$ cat src/cpsg_pkg.sv
// Shared types and codes of the convex polygon span generator.
`default_nettype none

package cpsg_pkg;

    // Walk phase of the vertex list
    typedef enum logic [1:0] {
        PH_OPEN = 2'd0,
        PH_WALK = 2'd1,
        PH_DONE = 2'd2
    } phase_t;

    // Status of the bit-serial divider
    typedef struct packed {
        logic busy;
        logic done;
    } div_stat_t;

endpackage

`default_nettype wire

$ cat src/cpsg_div.sv
// Bit-serial restoring divider, one quotient bit per cycle.
`default_nettype none

module cpsg_div #(
    parameter int W = 17
) (
    input  wire logic             aclk,
    input  wire logic             aresetn,
    input  wire logic             start,
    input  wire logic [W-1:0]     dividend,
    input  wire logic [W-1:0]     divisor,
    output cpsg_pkg::div_stat_t   stat,
    output logic [W-1:0]          quotient,
    output logic [W-1:0]          remainder
);
    import cpsg_pkg::*;

    localparam int CW = $clog2(W + 1);

    logic [W-1:0]  rem_reg, rem_next;
    logic [W-1:0]  quo_reg, quo_next;
    logic [W-1:0]  dvs_reg;
    logic [CW-1:0] cnt_reg;
    logic          busy_reg;
    logic          done_reg;

    logic [W:0]    shifted;
    logic [W:0]    diff;
    logic          fits;

    // One trial subtraction per cycle
    always_comb begin
        shifted  = {rem_reg, quo_reg[W-1]};
        fits     = shifted >= {1'b0, dvs_reg};
        diff     = shifted - {1'b0, dvs_reg};
        rem_next = fits ? diff[W-1:0] : shifted[W-1:0];
        quo_next = {quo_reg[W-2:0], fits};
    end

    // Control
    always_ff @(posedge aclk) begin
        if (!aresetn) begin
            cnt_reg  <= '0;
            busy_reg <= 1'b0;
            done_reg <= 1'b0;
        end else if (start) begin
            cnt_reg  <= CW'(W);
            busy_reg <= 1'b1;
            done_reg <= 1'b0;
        end else if (busy_reg) begin
            cnt_reg <= cnt_reg - CW'(1);
            if (cnt_reg == CW'(1)) begin
                busy_reg <= 1'b0;
                done_reg <= 1'b1;
            end
        end else begin
            done_reg <= 1'b0;
        end
    end

    // Datapath
    always_ff @(posedge aclk) begin
        if (start) begin
            rem_reg <= '0;
            quo_reg <= dividend;
            dvs_reg <= divisor;
        end else if (busy_reg) begin
            rem_reg <= rem_next;
            quo_reg <= quo_next;
        end
    end

    assign stat.busy = busy_reg;
    assign stat.done = done_reg;
    assign quotient  = quo_reg;
    assign remainder = rem_reg;

endmodule

`default_nettype wire

$ cat src/convex_polygon_span_generator.sv
// Convex polygon span generator: vertex memory, edge walker and span output.
// A closing vertex load of n >= 3 vertices starts the top-vertex scan through the
//   vertex memory and the edge setup.
// A span item for which an edge needs a division waits on the bit-serial divider
//   (COORD_BITS+1 quotient bits).
// One item is worked on at a time; a finished span waits in the output register.
// Reset (aresetn low, synchronous) empties the vertex list and the output register.
`default_nettype none

module convex_polygon_span_generator #(
    parameter int MAX_CORNERS = 16,
    parameter int COORD_BITS  = 16,
    localparam int IN_W  = ((2 * COORD_BITS + 7) / 8) * 8,
    localparam int OUT_W = ((3 * COORD_BITS + 7) / 8) * 8
) (
    input  wire logic             aclk,
    input  wire logic             aresetn,
    input  wire logic             s_axis_tvalid,
    output logic                  s_axis_tready,
    input  wire logic [IN_W-1:0]  s_axis_tdata,   // vertex_x, vertex_y, zero pad
    input  wire logic             s_axis_tlast,   // last_vertex
    input  wire logic             s_axis_tuser,   // cmd
    output logic                  m_axis_tvalid,
    input  wire logic             m_axis_tready,
    output logic [OUT_W-1:0]      m_axis_tdata,   // span_y, span_left, span_right, zero pad
    output logic                  m_axis_tlast,   // last_span
    output logic                  m_axis_tuser    // empty_res
);
    import cpsg_pkg::*;

    localparam int CB   = COORD_BITS;
    localparam int AW   = $clog2(MAX_CORNERS);
    localparam int NW   = $clog2(MAX_CORNERS + 1);
    localparam int DW   = CB + 1;

    localparam logic signed [CB+2:0] SAT_HI = {4'b0000, {(CB-1){1'b1}}};
    localparam logic signed [CB+2:0] SAT_LO = {4'b1111, {(CB-1){1'b0}}};

    // Sequencer states
    typedef enum logic [10:0] {
        ST_IDLE  = 11'b000_0000_0001,
        ST_SCAN  = 11'b000_0000_0010,
        ST_INIT0 = 11'b000_0000_0100,
        ST_INIT1 = 11'b000_0000_1000,
        ST_INIT2 = 11'b000_0001_0000,
        ST_CHECK = 11'b000_0010_0000,
        ST_FETCH = 11'b000_0100_0000,
        ST_ACCUM = 11'b000_1000_0000,
        ST_DIV   = 11'b001_0000_0000,
        ST_MOVE  = 11'b010_0000_0000,
        ST_EMIT  = 11'b100_0000_0000
    } state_t;

    // State of one walking edge
    typedef struct packed {
        logic [AW-1:0]        idx;
        logic signed [CB-1:0] tx;
        logic signed [CB-1:0] ty;
        logic [CB-1:0]        run;
        logic [CB-1:0]        rise;
        logic signed [1:0]    dirx;
        logic signed [1:0]    diry;
        logic signed [CB+1:0] err;
        logic signed [CB-1:0] px;
        logic signed [CB-1:0] py;
    } walker_t;

    // Aim an edge from (fx, fy) at the vertex word tgt = {y, x}
    function automatic walker_t aim(input logic [AW-1:0] idx,
                                    input logic signed [CB-1:0] fx,
                                    input logic signed [CB-1:0] fy,
                                    input logic [2*CB-1:0] tgt);
        walker_t w;
        logic signed [CB:0] dx;
        logic signed [CB:0] dy;
        logic signed [CB:0] ndx;
        logic signed [CB:0] ndy;
        w.idx  = idx;
        w.tx   = tgt[CB-1:0];
        w.ty   = tgt[2*CB-1:CB];
        dx     = {w.tx[CB-1], w.tx} - {fx[CB-1], fx};
        dy     = {w.ty[CB-1], w.ty} - {fy[CB-1], fy};
        ndx    = -dx;
        ndy    = -dy;
        w.run  = dx[CB] ? ndx[CB-1:0] : dx[CB-1:0];
        w.rise = dy[CB] ? ndy[CB-1:0] : dy[CB-1:0];
        w.dirx = dx[CB] ? 2'sb11 : ((dx != '0) ? 2'sb01 : 2'sb00);
        w.diry = dy[CB] ? 2'sb11 : ((dy != '0) ? 2'sb01 : 2'sb00);
        w.err  = {3'b000, w.rise[CB-1:1]};
        w.px   = fx;
        w.py   = fy;
        return w;
    endfunction

    // Clamp to the signed coordinate range
    function automatic logic signed [CB-1:0] clamp(input logic signed [CB+2:0] v);
        logic signed [CB+2:0] c;
        if (v > SAT_HI) begin
            c = SAT_HI;
        end else if (v < SAT_LO) begin
            c = SAT_LO;
        end else begin
            c = v;
        end
        return c[CB-1:0];
    endfunction

    // Neighbor of a vertex in the ring, forward or backward
    function automatic logic [AW-1:0] ring_next(input logic back,
                                                input logic [AW-1:0] idx,
                                                input logic [NW-1:0] cnt);
        logic [NW-1:0] inc;
        logic [NW-1:0] last;
        logic [AW-1:0] r;
        inc  = NW'(idx) + NW'(1);
        last = cnt - NW'(1);
        if (!back) begin
            r = (inc >= cnt) ? '0 : inc[AW-1:0];
        end else begin
            r = (idx == '0) ? last[AW-1:0] : idx - AW'(1);
        end
        return r;
    endfunction

    // Registers
    state_t               state_reg, state_next;
    phase_t               phase_reg, phase_next;
    logic [NW-1:0]        count_reg, count_next;
    logic [NW-1:0]        scan_idx_reg, scan_idx_next;
    logic                 rd_vld_reg, rd_vld_next;
    logic [AW-1:0]        top_idx_reg, top_idx_next;
    logic signed [CB-1:0] min_x_reg, min_x_next;
    logic signed [CB-1:0] min_y_reg, min_y_next;
    walker_t              wlk_reg [2];
    walker_t              wlk_next [2];
    logic                 edge_sel_reg, edge_sel_next;
    logic                 done_reg, done_next;
    logic [CB:0]          cnt_reg, cnt_next;
    logic signed [CB-1:0] sp_y_reg, sp_y_next;
    logic signed [CB-1:0] sp_l_reg, sp_l_next;
    logic signed [CB-1:0] sp_r_reg, sp_r_next;
    logic                 sp_empty_reg, sp_empty_next;
    logic                 out_valid_reg, out_valid_next;
    logic signed [CB-1:0] out_y_reg, out_l_reg, out_r_reg;
    logic                 out_last_reg, out_empty_reg;
    logic                 out_load;

    // Vertex memory, word = {y, x}
    logic [2*CB-1:0]      mem [MAX_CORNERS];
    logic [2*CB-1:0]      rd_data_reg;
    logic [AW-1:0]        rd_addr;
    logic [AW-1:0]        wr_addr;
    logic [2*CB-1:0]      wr_data;
    logic                 mem_we;

    // Working signals
    logic                 accept;
    logic                 is_span;
    logic signed [CB-1:0] in_x, in_y;
    logic [NW-1:0]        cnt_base;
    logic                 room;
    walker_t              cur;
    walker_t              upd;
    logic [AW-1:0]        nx_idx;
    logic [AW-1:0]        top_fwd, top_bwd;
    logic signed [CB+1:0] sum;
    logic signed [CB+1:0] sum_inc;
    logic                 div_start;
    logic [DW-1:0]        div_quo, div_rem;
    div_stat_t            div_stat;
    logic signed [CB+2:0] mx, my;
    logic signed [CB-1:0] rd_y;

    assign accept  = s_axis_tvalid && s_axis_tready;
    assign is_span = s_axis_tuser;
    assign in_x    = s_axis_tdata[CB-1:0];
    assign in_y    = s_axis_tdata[2*CB-1:CB];
    assign s_axis_tready = (state_reg == ST_IDLE);

    assign cnt_base = (phase_reg != PH_OPEN) ? '0 : count_reg;
    assign room     = cnt_base < NW'(MAX_CORNERS);
    assign mem_we   = accept && !is_span && room;
    assign wr_addr  = cnt_base[AW-1:0];
    assign wr_data  = {in_y, in_x};

    assign cur     = edge_sel_reg ? wlk_reg[1] : wlk_reg[0];
    assign nx_idx  = ring_next(edge_sel_reg, cur.idx, count_reg);
    assign top_fwd = ring_next(1'b0, top_idx_reg, count_reg);
    assign top_bwd = ring_next(1'b1, top_idx_reg, count_reg);
    assign rd_y    = rd_data_reg[2*CB-1:CB];

    // Read address select
    always_comb begin
        unique case (state_reg)
            ST_SCAN:  rd_addr = scan_idx_reg[AW-1:0];
            ST_INIT0: rd_addr = top_fwd;
            ST_INIT1: rd_addr = top_bwd;
            ST_CHECK: rd_addr = nx_idx;
            default:  rd_addr = '0;
        endcase
    end

    // Vertex memory, one write and one registered read port
    always_ff @(posedge aclk) begin
        if (mem_we) begin
            mem[wr_addr] <= wr_data;
        end
        rd_data_reg <= mem[rd_addr];
    end

    // Error accumulation and its outcomes
    assign sum       = cur.err + {2'b00, cur.run};
    assign sum_inc   = sum + (CB+2)'(1);
    assign div_start = (state_reg == ST_ACCUM) && (cur.rise != '0)
                       && (sum >= $signed({2'b00, cur.rise}));

    cpsg_div #(
        .W (DW)
    ) u_div (
        .aclk      (aclk),
        .aresetn   (aresetn),
        .start     (div_start),
        .dividend  (sum[CB:0]),
        .divisor   ({1'b0, cur.rise}),
        .stat      (div_stat),
        .quotient  (div_quo),
        .remainder (div_rem)
    );

    // Position step
    always_comb begin
        if (cur.dirx > 2'sb00) begin
            mx = {{3{cur.px[CB-1]}}, cur.px} + $signed({2'b00, cnt_reg});
        end else if (cur.dirx < 2'sb00) begin
            mx = {{3{cur.px[CB-1]}}, cur.px} - $signed({2'b00, cnt_reg});
        end else begin
            mx = {{3{cur.px[CB-1]}}, cur.px};
        end
        my = {{3{cur.py[CB-1]}}, cur.py} + {{(CB+1){cur.diry[1]}}, cur.diry};
    end

    // Sequencer and next state
    always_comb begin
        state_next    = state_reg;
        phase_next    = phase_reg;
        count_next    = count_reg;
        scan_idx_next = scan_idx_reg;
        rd_vld_next   = 1'b0;
        top_idx_next  = top_idx_reg;
        min_x_next    = min_x_reg;
        min_y_next    = min_y_reg;
        wlk_next[0]   = wlk_reg[0];
        wlk_next[1]   = wlk_reg[1];
        edge_sel_next = edge_sel_reg;
        done_next     = done_reg;
        cnt_next      = cnt_reg;
        sp_y_next     = sp_y_reg;
        sp_l_next     = sp_l_reg;
        sp_r_next     = sp_r_reg;
        sp_empty_next = sp_empty_reg;
        out_load      = 1'b0;
        upd           = cur;

        unique case (state_reg)
            ST_IDLE: begin
                if (accept && !is_span) begin
                    // vertex load; a load after a closed list starts a new one
                    count_next = cnt_base + NW'(room);
                    phase_next = PH_OPEN;
                    if (s_axis_tlast) begin
                        if (count_next >= NW'(3)) begin
                            scan_idx_next = '0;
                            state_next    = ST_SCAN;
                        end else begin
                            phase_next = PH_DONE;
                        end
                    end
                end else if (accept) begin
                    done_next     = 1'b0;
                    edge_sel_next = 1'b0;
                    if (phase_reg != PH_WALK) begin
                        sp_y_next     = '0;
                        sp_l_next     = '0;
                        sp_r_next     = '0;
                        sp_empty_next = 1'b1;
                        state_next    = ST_EMIT;
                    end else begin
                        sp_y_next     = wlk_reg[0].py;
                        sp_empty_next = 1'b0;
                        if (wlk_reg[1].px < wlk_reg[0].px) begin
                            sp_l_next = wlk_reg[1].px;
                            sp_r_next = wlk_reg[0].px;
                        end else begin
                            sp_l_next = wlk_reg[0].px;
                            sp_r_next = wlk_reg[1].px;
                        end
                        state_next = ST_CHECK;
                    end
                end
            end

            ST_SCAN: begin
                // find the first vertex with the smallest y
                rd_vld_next = scan_idx_reg < count_reg;
                if (scan_idx_reg < count_reg) begin
                    scan_idx_next = scan_idx_reg + NW'(1);
                end
                if (rd_vld_reg) begin
                    if (scan_idx_reg == NW'(1) || rd_y < min_y_reg) begin
                        top_idx_next = AW'(scan_idx_reg - NW'(1));
                        min_x_next   = rd_data_reg[CB-1:0];
                        min_y_next   = rd_y;
                    end
                    if (scan_idx_reg == count_reg) begin
                        state_next = ST_INIT0;
                    end
                end
            end

            ST_INIT0: begin
                state_next = ST_INIT1;
            end

            ST_INIT1: begin
                wlk_next[0] = aim(top_fwd, min_x_reg, min_y_reg, rd_data_reg);
                state_next  = ST_INIT2;
            end

            ST_INIT2: begin
                wlk_next[1] = aim(top_bwd, min_x_reg, min_y_reg, rd_data_reg);
                phase_next  = PH_WALK;
                state_next  = ST_IDLE;
            end

            ST_CHECK: begin
                // edge at its target row: finish or turn to the next vertex
                if (cur.py == cur.ty) begin
                    if (wlk_reg[0].ty == wlk_reg[1].ty && wlk_reg[0].tx == wlk_reg[1].tx) begin
                        done_next  = 1'b1;
                        state_next = ST_ACCUM;
                    end else begin
                        state_next = ST_FETCH;
                    end
                end else begin
                    state_next = ST_ACCUM;
                end
            end

            ST_FETCH: begin
                upd = aim(nx_idx, cur.tx, cur.ty, rd_data_reg);
                wlk_next[edge_sel_reg] = upd;
                state_next = ST_ACCUM;
            end

            ST_ACCUM: begin
                if (cur.rise != '0) begin
                    upd.err = sum;
                    cnt_next = '0;
                    if (div_start) begin
                        state_next = ST_DIV;
                    end else begin
                        state_next = ST_MOVE;
                    end
                end else if (sum >= $signed((CB+2)'(0))) begin
                    // flat edge: run plus one in a single step
                    cnt_next   = sum_inc[CB:0];
                    upd.err    = '1;
                    state_next = ST_MOVE;
                end else begin
                    upd.err    = sum;
                    cnt_next   = '0;
                    state_next = ST_MOVE;
                end
                wlk_next[edge_sel_reg] = upd;
            end

            ST_DIV: begin
                if (div_stat.done) begin
                    upd.err  = $signed({1'b0, div_rem});
                    cnt_next = div_quo;
                    wlk_next[edge_sel_reg] = upd;
                    state_next = ST_MOVE;
                end
            end

            ST_MOVE: begin
                upd.px = clamp(mx);
                upd.py = clamp(my);
                wlk_next[edge_sel_reg] = upd;
                if (!edge_sel_reg) begin
                    edge_sel_next = 1'b1;
                    state_next    = ST_CHECK;
                end else begin
                    if (done_reg) begin
                        phase_next = PH_DONE;
                    end
                    state_next = ST_EMIT;
                end
            end

            ST_EMIT: begin
                if (!out_valid_reg || m_axis_tready) begin
                    out_load   = 1'b1;
                    state_next = ST_IDLE;
                end
            end

            default: begin
                state_next = ST_IDLE;
            end
        endcase
    end

    // Output register
    always_comb begin
        if (out_load) begin
            out_valid_next = 1'b1;
        end else if (m_axis_tready) begin
            out_valid_next = 1'b0;
        end else begin
            out_valid_next = out_valid_reg;
        end
    end

    // Control registers
    always_ff @(posedge aclk) begin
        if (!aresetn) begin
            state_reg     <= ST_IDLE;
            phase_reg     <= PH_OPEN;
            count_reg     <= '0;
            scan_idx_reg  <= '0;
            rd_vld_reg    <= 1'b0;
            edge_sel_reg  <= 1'b0;
            done_reg      <= 1'b0;
            out_valid_reg <= 1'b0;
        end else begin
            state_reg     <= state_next;
            phase_reg     <= phase_next;
            count_reg     <= count_next;
            scan_idx_reg  <= scan_idx_next;
            rd_vld_reg    <= rd_vld_next;
            edge_sel_reg  <= edge_sel_next;
            done_reg      <= done_next;
            out_valid_reg <= out_valid_next;
        end
    end

    // Payload registers
    always_ff @(posedge aclk) begin
        top_idx_reg  <= top_idx_next;
        min_x_reg    <= min_x_next;
        min_y_reg    <= min_y_next;
        wlk_reg[0]   <= wlk_next[0];
        wlk_reg[1]   <= wlk_next[1];
        cnt_reg      <= cnt_next;
        sp_y_reg     <= sp_y_next;
        sp_l_reg     <= sp_l_next;
        sp_r_reg     <= sp_r_next;
        sp_empty_reg <= sp_empty_next;
        if (out_load) begin
            out_y_reg     <= sp_y_reg;
            out_l_reg     <= sp_l_reg;
            out_r_reg     <= sp_r_reg;
            out_last_reg  <= done_reg;
            out_empty_reg <= sp_empty_reg;
        end
    end

    assign m_axis_tvalid = out_valid_reg;
    assign m_axis_tdata  = OUT_W'({out_r_reg, out_l_reg, out_y_reg});
    assign m_axis_tlast  = out_last_reg;
    assign m_axis_tuser  = out_empty_reg;

endmodule

`default_nettype wire

$ cat config.mk
export PLATFORM = sky130hd
export DESIGN_NAME = convex_polygon_span_generator
export DESIGN_NICKNAME = d
export VERILOG_FILES = /design/src/cpsg_pkg.sv /design/src/cpsg_div.sv /design/src/convex_polygon_span_generator.sv
export SDC_FILE = /design/constraint.sdc
export NUM_CORES = 2
export LEC_CHECK = 0
export BUFFER_PORTS_ARGS = -buffer_cell sky130_fd_sc_hd__buf_4
export CORE_UTILIZATION = 55
export CTS_BUF_LIST = sky130_fd_sc_hd__clkbuf_8
export CTS_CLUSTER_DIAMETER = 150
export DETAILED_ROUTE_END_ITERATION = 10
export GPL_ROUTABILITY_DRIVEN = 0
export PLACE_DENSITY = 0.71
export SYNTH_ARGS = -nofsm -noshare
export SYNTH_HDL_FRONTEND = slang
export SYNTH_SLANG_ARGS = --single-unit
$ cat constraint.sdc
create_clock -name aclk -period 11.6 [get_ports aclk]
set_input_delay 2.32 -clock aclk [delete_from_list [all_inputs] [get_ports aclk]]
set_output_delay 2.32 -clock aclk [all_outputs]
set_load 0.02 [all_outputs]
### Yosys cells after proc, flatten, opt, wreduce, memory -nomap -nowiden

Memory sizes are Yosys's and may differ from the RTL's. A register that Yosys moved wholly into a read port is not among the register bits.
Index checks and enable logic that the tools add are counted.

* register bits after elaboration: 236
* latch bits: 0
* bits in writable memories: 756
* bits in read-only memories: 0
* input port bits: 38
* output and inout port bits: 52
* logic and storage cells: 241
* memories kept: 2

* $add $sub $neg: 23
* $mul: 0
* divide/modulo/power cells: 0
* order comparisons: 18
* equality and inequality tests: 35
* shifts and indexed selects: 0
* mux-type cells: 93
* bitwise gates (word level): 4
* reductions and logical operators: 38

Memories
* mem: depth 16, bits a word 32, read ports 1, clocked after Yosys merged registers in 1, write ports 1, RTL line convex_polygon_span_generator.sv:149 `logic [2*CB-1:0] mem [MAX_CORNERS];`
* wlk_reg: depth 2, bits a word 122, read ports 2, clocked after Yosys merged registers in 0, write ports 2, RTL line convex_polygon_span_generator.sv:134 `walker_t wlk_reg [2];`

Operators with widths (count)
* $pmux 122 s5: 2
* $bwmux 244: 4
* $mux 122: 2
* $mux 244: 1
* $mux 16: 12
* $demux 122 s1: 1
* $mux 11: 11
* $pmux 11 s10: 1
* $mux 17: 6
* $reduce_bool 17->1: 4
* $sub 16x16->17: 4
* $neg 16->16: 4
* $mux 18: 3
* $eq 16x16->1: 3
* $mux 19: 2
* $mux 5: 7
* $pmux 17 s2: 1
* $lt 16x16->1: 2
* $mux 4: 5
* $add 16x18->19: 1
* $gt 19x16->1 const B: 1
* $lt 19x16->1 const B: 1
* $sub 16x18->19: 1
* $add 18x16->18: 1
* 62 further kinds: 131

### Longest topological paths before layout

An unclocked memory read counts as a cell.

* depth after elaboration: 11
* mapped depth: 31
* mapped depth without buffers: 21

### Hierarchy

From an unflattened synthesis, not the netlist that was laid out.

* cells, all modules: 4900
* area, all modules: 55435.7 µm²

By module, submodules not included
* convex_polygon_span_generator: instances 1, cells each 4598, area an instance 52221.3 µm², seq. area each 28447.3 µm²
* cpsg_div: instances 1, cells each 302, area an instance 3214.3 µm², seq. area each 1501.4 µm²

### Worst setup path before layout

Ideal clock, no wire load.

* path type: reg2reg
* start point: register state_reg[6] (netlist name)
* end point: memory wlk_reg[0][122] in the netlist's numbering, enable pin
* setup time: 0.644 ns
* arrival time: 8.226 ns
* required time: 10.956 ns
* path slack: 2.730 ns
* cell stages (with the launch flop): 12
* path buffers: 4
* period minus slack after synthesis: 8.870 ns
* cells stage by stage: dfxtp_1 -> clkbuf_1 -> nor3_1 -> nand3_1 -> nor3b_1 -> nor2_1 -> nand2_1 -> nor2_1 -> clkbuf_1 -> clkbuf_1 -> clkbuf_1 -> a21oi_1

RTL lines (RTL line)
* end, declared: convex_polygon_span_generator.sv:134

### Worst setup path after layout

* start point: register edge_sel_reg
* end point: register u_div.quo_reg[0] (netlist: u_div.quotient[0]), enable pin

* cells in the longest elaborated chain, start to end: 5
* elaborated cells on any way between the ends: 7
* classes of those cells: add/sub (1); order compare (1); mux (1); reduce/logical (4)

Ends and longest elaborated chain
* start, declared: RTL line convex_polygon_span_generator.sv:136 `logic edge_sel_reg, edge_sel_next;`
* start signal, assigned: RTL line convex_polygon_span_generator.sv:442 `edge_sel_reg <= edge_sel_next;`
* $mux 122 *: RTL line convex_polygon_span_generator.sv:186 `assign cur = edge_sel_reg ? wlk_reg[1] : wlk_reg[0];`
* $add 18x16->18 or $reduce_bool 16->1 (tied branches): RTL line convex_polygon_span_generator.sv:212, convex_polygon_span_generator.sv:214
* $ge 18x17->1 or $logic_and 1x1->1 (tied branches): RTL line convex_polygon_span_generator.sv:215, convex_polygon_span_generator.sv:214
* $logic_and 1x1->1 *: RTL line convex_polygon_span_generator.sv:215 `&& (sum >= $signed({2'b00, cur.rise}));`
* $reduce_bool 2->1 (no source line) *
* end signal, assigned: RTL line cpsg_div.sv:65 `quo_reg <= dividend;`
* end signal, assigned: RTL line cpsg_div.sv:69 `quo_reg <= quo_next;`
* end, declared: RTL line cpsg_div.sv:21 `logic [W-1:0] quo_reg, quo_next;`

Every way passes the cells marked *; elsewhere a longest branch is shown, timed or not.
A chain may end at the register's enable or synchronous reset.

==> impl_table.tex <==
\begin{tabular}{lr}
\hline
Metric & Value \\
\hline
\multicolumn{2}{l}{\textbf{STA}} \\
Clock tree skew after final layout & 39.2 ps \\
Final sum of negative setup slack & 0 ps \\
Highest attainable clock frequency & 142 MHz \\
Minimum clock period after layout & 7020 ps \\
Setup repair after global routing missed its margin & false \\
Setup violators final & 0 \\
Final-report max-slew violation count & 0 \\
Slew @ Worst Pin & 1100 ps \\
Fin crit share & 0.606 \\
Headroom to the max-slew limit & 0.264 \\
Final number of hold-violating endpoints & 0 \\
\multicolumn{2}{l}{\textbf{Detailed routing}} \\
Met2 layer wire length in the routed design & about 71000 µm \\
DRT Wirelength & 152000 µm \\
Metal-1 WL & 62100 µm \\
Number of search-and-repair iterations in the first detailed-routing pass & 10 \\
Total via count in the routed design & a little over 40000 \\
Post-detailed-route DRC marker count & 0 \\
Uppermost layer routed & met5 \\
Iteration-0 DRC Markers & 4824 \\
Routed via count divided by cell count & 6.29 \\
Detail-routed net length per standard cell & 23.8 µm \\
Remaining antenna violation count & 0 \\
Met3 WL post-DR & roughly 13000 µm \\
\multicolumn{2}{l}{\textbf{Die}} \\
DIE AREA & 103000 µm² \\
I/O pin total & 90 \\
Width of the chip & 321 µm \\
Floorplan die height & between 300 and 400 µm \\
Initial cell density of the core & 0.558 \\
Core Footprint & 100000 µm² \\
FP Rows & 116 \\
\multicolumn{2}{l}{\textbf{Cells and area}} \\
Final core utilization & 0.612 \\
Final instance count without filler cells & about 6400 \\
Number of flip-flops under the largest register name & 512 \\
NumNets Final & approximately 5200 \\
Layout cells sized above 1 & 0.118 \\
Layout-stage area growth over the synthesis result & 9.75\% \\
Total of fill cells in the finished design & between 8000 and 9000 \\
\multicolumn{2}{l}{\textbf{Yosys}} \\
Distinct cell type count after synthesis & 97 \\
Area leader, netlist & edfxtp\_1 \\
Synth area leaders & edfxtp\_1 50\%, mux2i\_1 10\%, ha\_1 4.9\%, dfxtp\_1 3.0\%, mux2\_2 2.6\% \\
Number of synthesis warnings & 0 \\
Yosys reg bits & 1024 \\
Top-area cell type share of the netlist area & 0.504 \\
Ys async rst share & 0 \\
Netlist area before placement & 56000 µm² \\
Primary FF master, synth & edfxtp\_1 \\
Commonest cells post-synth & 941 x edfxtp\_1, 564 x mux2i\_1, 345 x nand2\_1 \\
Post-synthesis sequential area ratio & 0.534 \\
Post-Synthesis Cells & 4780 \\
Top-count cell post-synth & edfxtp\_1 \\
Syn nets & 5045 \\
Mean instance size in the synthesized netlist & 11.7 µm² \\
Count of flip-flops with a built-in enable after synthesis & roughly 940 \\
\multicolumn{2}{l}{\textbf{Outcome}} \\
Result of the run & finished clean \\
\multicolumn{2}{l}{\textbf{Clock network}} \\
Number of CTS-inserted buffers & 167 \\
Sinks on the clock net & 1024 \\
Root Buffer Master & clkbuf\_8 \\
CTS Buffer Depth & 3 \\
Clk\_lat worst skew & 880 ps \\
Resize count post-CTS & 0 \\
Maximum level of the CTS H-tree & 4 \\
Buffer count from post-CTS setup fixing & 0 \\
Clock tree from TritonCTS & done \\
Hold Buf Count CTS & 0 \\
Clock-pin slew reported for the worst setup and hold paths after clock tree synthesis & 60 ps \\
\multicolumn{2}{l}{\textbf{Place}} \\
DP HPWL & between 100000 and 150000 µm \\
Total placed cells including tap cells & 6080 \\
Count of input and output buffers & 89 \\
\multicolumn{2}{l}{\textbf{Setup path}} \\
Kind of launch point of the worst setup path & register \\
Largest stage delay, worst path & 840 ps \\
Largest fanout of any net on the critical path & around 160 \\
Register-to-Register Setup Slack & 4580 ps \\
Critical path's slowest cell & xnor2\_1 \\
Depth of the worst register-to-register path & 22 \\
Worst endpoint data arrival time & 7450 ps \\
Kind of end point of the critical path & register \\
Endpoint required time on the critical path & 12030 ps \\
Type of the worst setup path & reg2reg \\
Cell-by-cell trace of the critical path & buf\_12, mux2\_2, ha\_1, inv\_1, fa\_1, nor2b\_1, o21ai\_0, a21o\_1, a21oi\_1, xnor2\_1, inv\_1, ha\_1, a21oi\_1, nor2b\_1, o21ai\_0, nand2b\_1, a21oi\_1, nor2b\_1, a2111oi\_0, a2111o\_1, buf\_4, nand2\_1 \\
\multicolumn{2}{l}{\textbf{Hold path}} \\
Class of the worst hold path & reg2reg \\
Cells on Worst Hold Path & 0 \\
\multicolumn{2}{l}{\textbf{Global routing}} \\
Remaining global-route overflow & 0 \\
Vias in the first global route & 37695 \\
Global router's overall resource usage & 0.291 \\
Antenna violations before repair & 4 \\
Largest net degree at the start of global routing & 165 \\
Wire length of the first global-routing pass & 228000 µm \\
\multicolumn{2}{l}{\textbf{Pwr}} \\
Lkg Pwr & 24.0 nW \\
Power density normalized to cell area & 129 nW/µm² \\
Worst VDD drop & 0.000145 V \\
\multicolumn{2}{l}{\textbf{Run}} \\
Max-cap check violation count & 0 \\
\hline
\end{tabular}
==> worst max-delay path, delay by kind of cell (launching register included) <==
family	cells	cell delay [ps]
xor+xnor	1	840
buf+inv	4	1130
compound gates	8	1920
simple gates	5	790
flops	1	710
fa+ha+maj	3	620
mux	1	420
==> cells in the final DEF, fill, tap and decap left out, drive strengths merged, types with 16 or more instances in the layout <==
cell type and count:
edfxtp 941, mux2i 564, nand2 345, o21ai 293, a21oi 281, inv 269
nor2 267, ha 218, clkbuf 177, buf 158, xnor2 154, mux2 131
nand3 91, dfxtp 83, o211ai 78, nor3 75, clkinv 64, xor2 56
o21a 55, a21o 54, a211oi 40, o31ai 38, and2 34, nor2b 33
nand4 32, nand2b 31, or3 30, a221o 28, nor3b 28, nor4 27
a22oi 26, a31oi 23, a211o 20, and3 19, o21bai 17, or2 17
o311a 17, o22ai 16
==> cell families after synthesis <==
family,after synthesis,share of synthesized area
DFF,1024,0.534
AOI/OAI and AO/OA,1108,0.129
xor gates and xnor gates,210,0.0328
adders and majority gates,227,0.0519
buffers and inverters,425,0.0312
and+or+nand+nor,1091,0.0944
muxes,695,0.127
==> layer usage <==
layer,GRT usage,vias up
met5,0,-
met4,0.129,2
met3,0.0524,346
met2,0.464,1966
met1,0.389,19484
li1,-,18407
==> through the flow <==
stage / cell area, µm² / hold WS [ps] / power [mW] / worst slack [ps]
after floorplan: 56000 / 400 / 4.68 / 2730
after global placement: 58200 / 402 / 4.90 / 4750
after detailed placement: 58200 / 405 / 4.92 / 4710
after CTS: 61500 / 418 / 7.98 / 4700
after global routing: 61500 / 423 / 8.20 / 4150
final: 61500 / 416 / 7.94 / 4580
==> worst paths after layout <==
check / to / from
worst max-delay path: u_div.quotient[0]$_DFFE_PP_ / edge_sel_reg$_SDFFE_PN0P_
worst min-delay path: out_l_reg[15]$_DFFE_PP_ / sp_l_reg[15]$_SDFFCE_PN0P_
worst max register to register: u_div.quotient[0]$_DFFE_PP_ / edge_sel_reg$_SDFFE_PN0P_
worst min register to register: out_l_reg[15]$_DFFE_PP_ / sp_l_reg[15]$_SDFFCE_PN0P_
==> area by class of cell <==
cell class,count,area [µm²],share of cell area
diodes,3,7.51,0.000122
clock buffers,177,2440,0.0396
clock inverters,133,831,0.0135
inverters,210,788,0.0128
multi-input cells,3331,24600,0.400
flip-flops and latches,1024,29900,0.487
well taps,1357,1700,0.0276
repair buffers,158,1210,0.0197
==> power breakdown <==
group	leakage [nW]	switching, mW	internal [mW]	total [mW]
combinational	13.0	0.448	0.256	0.704
sequential	9.15	0.0466	4.11	4.16
clock	1.87	1.49	1.59	3.08
Power figures use the tool's default switching activity.
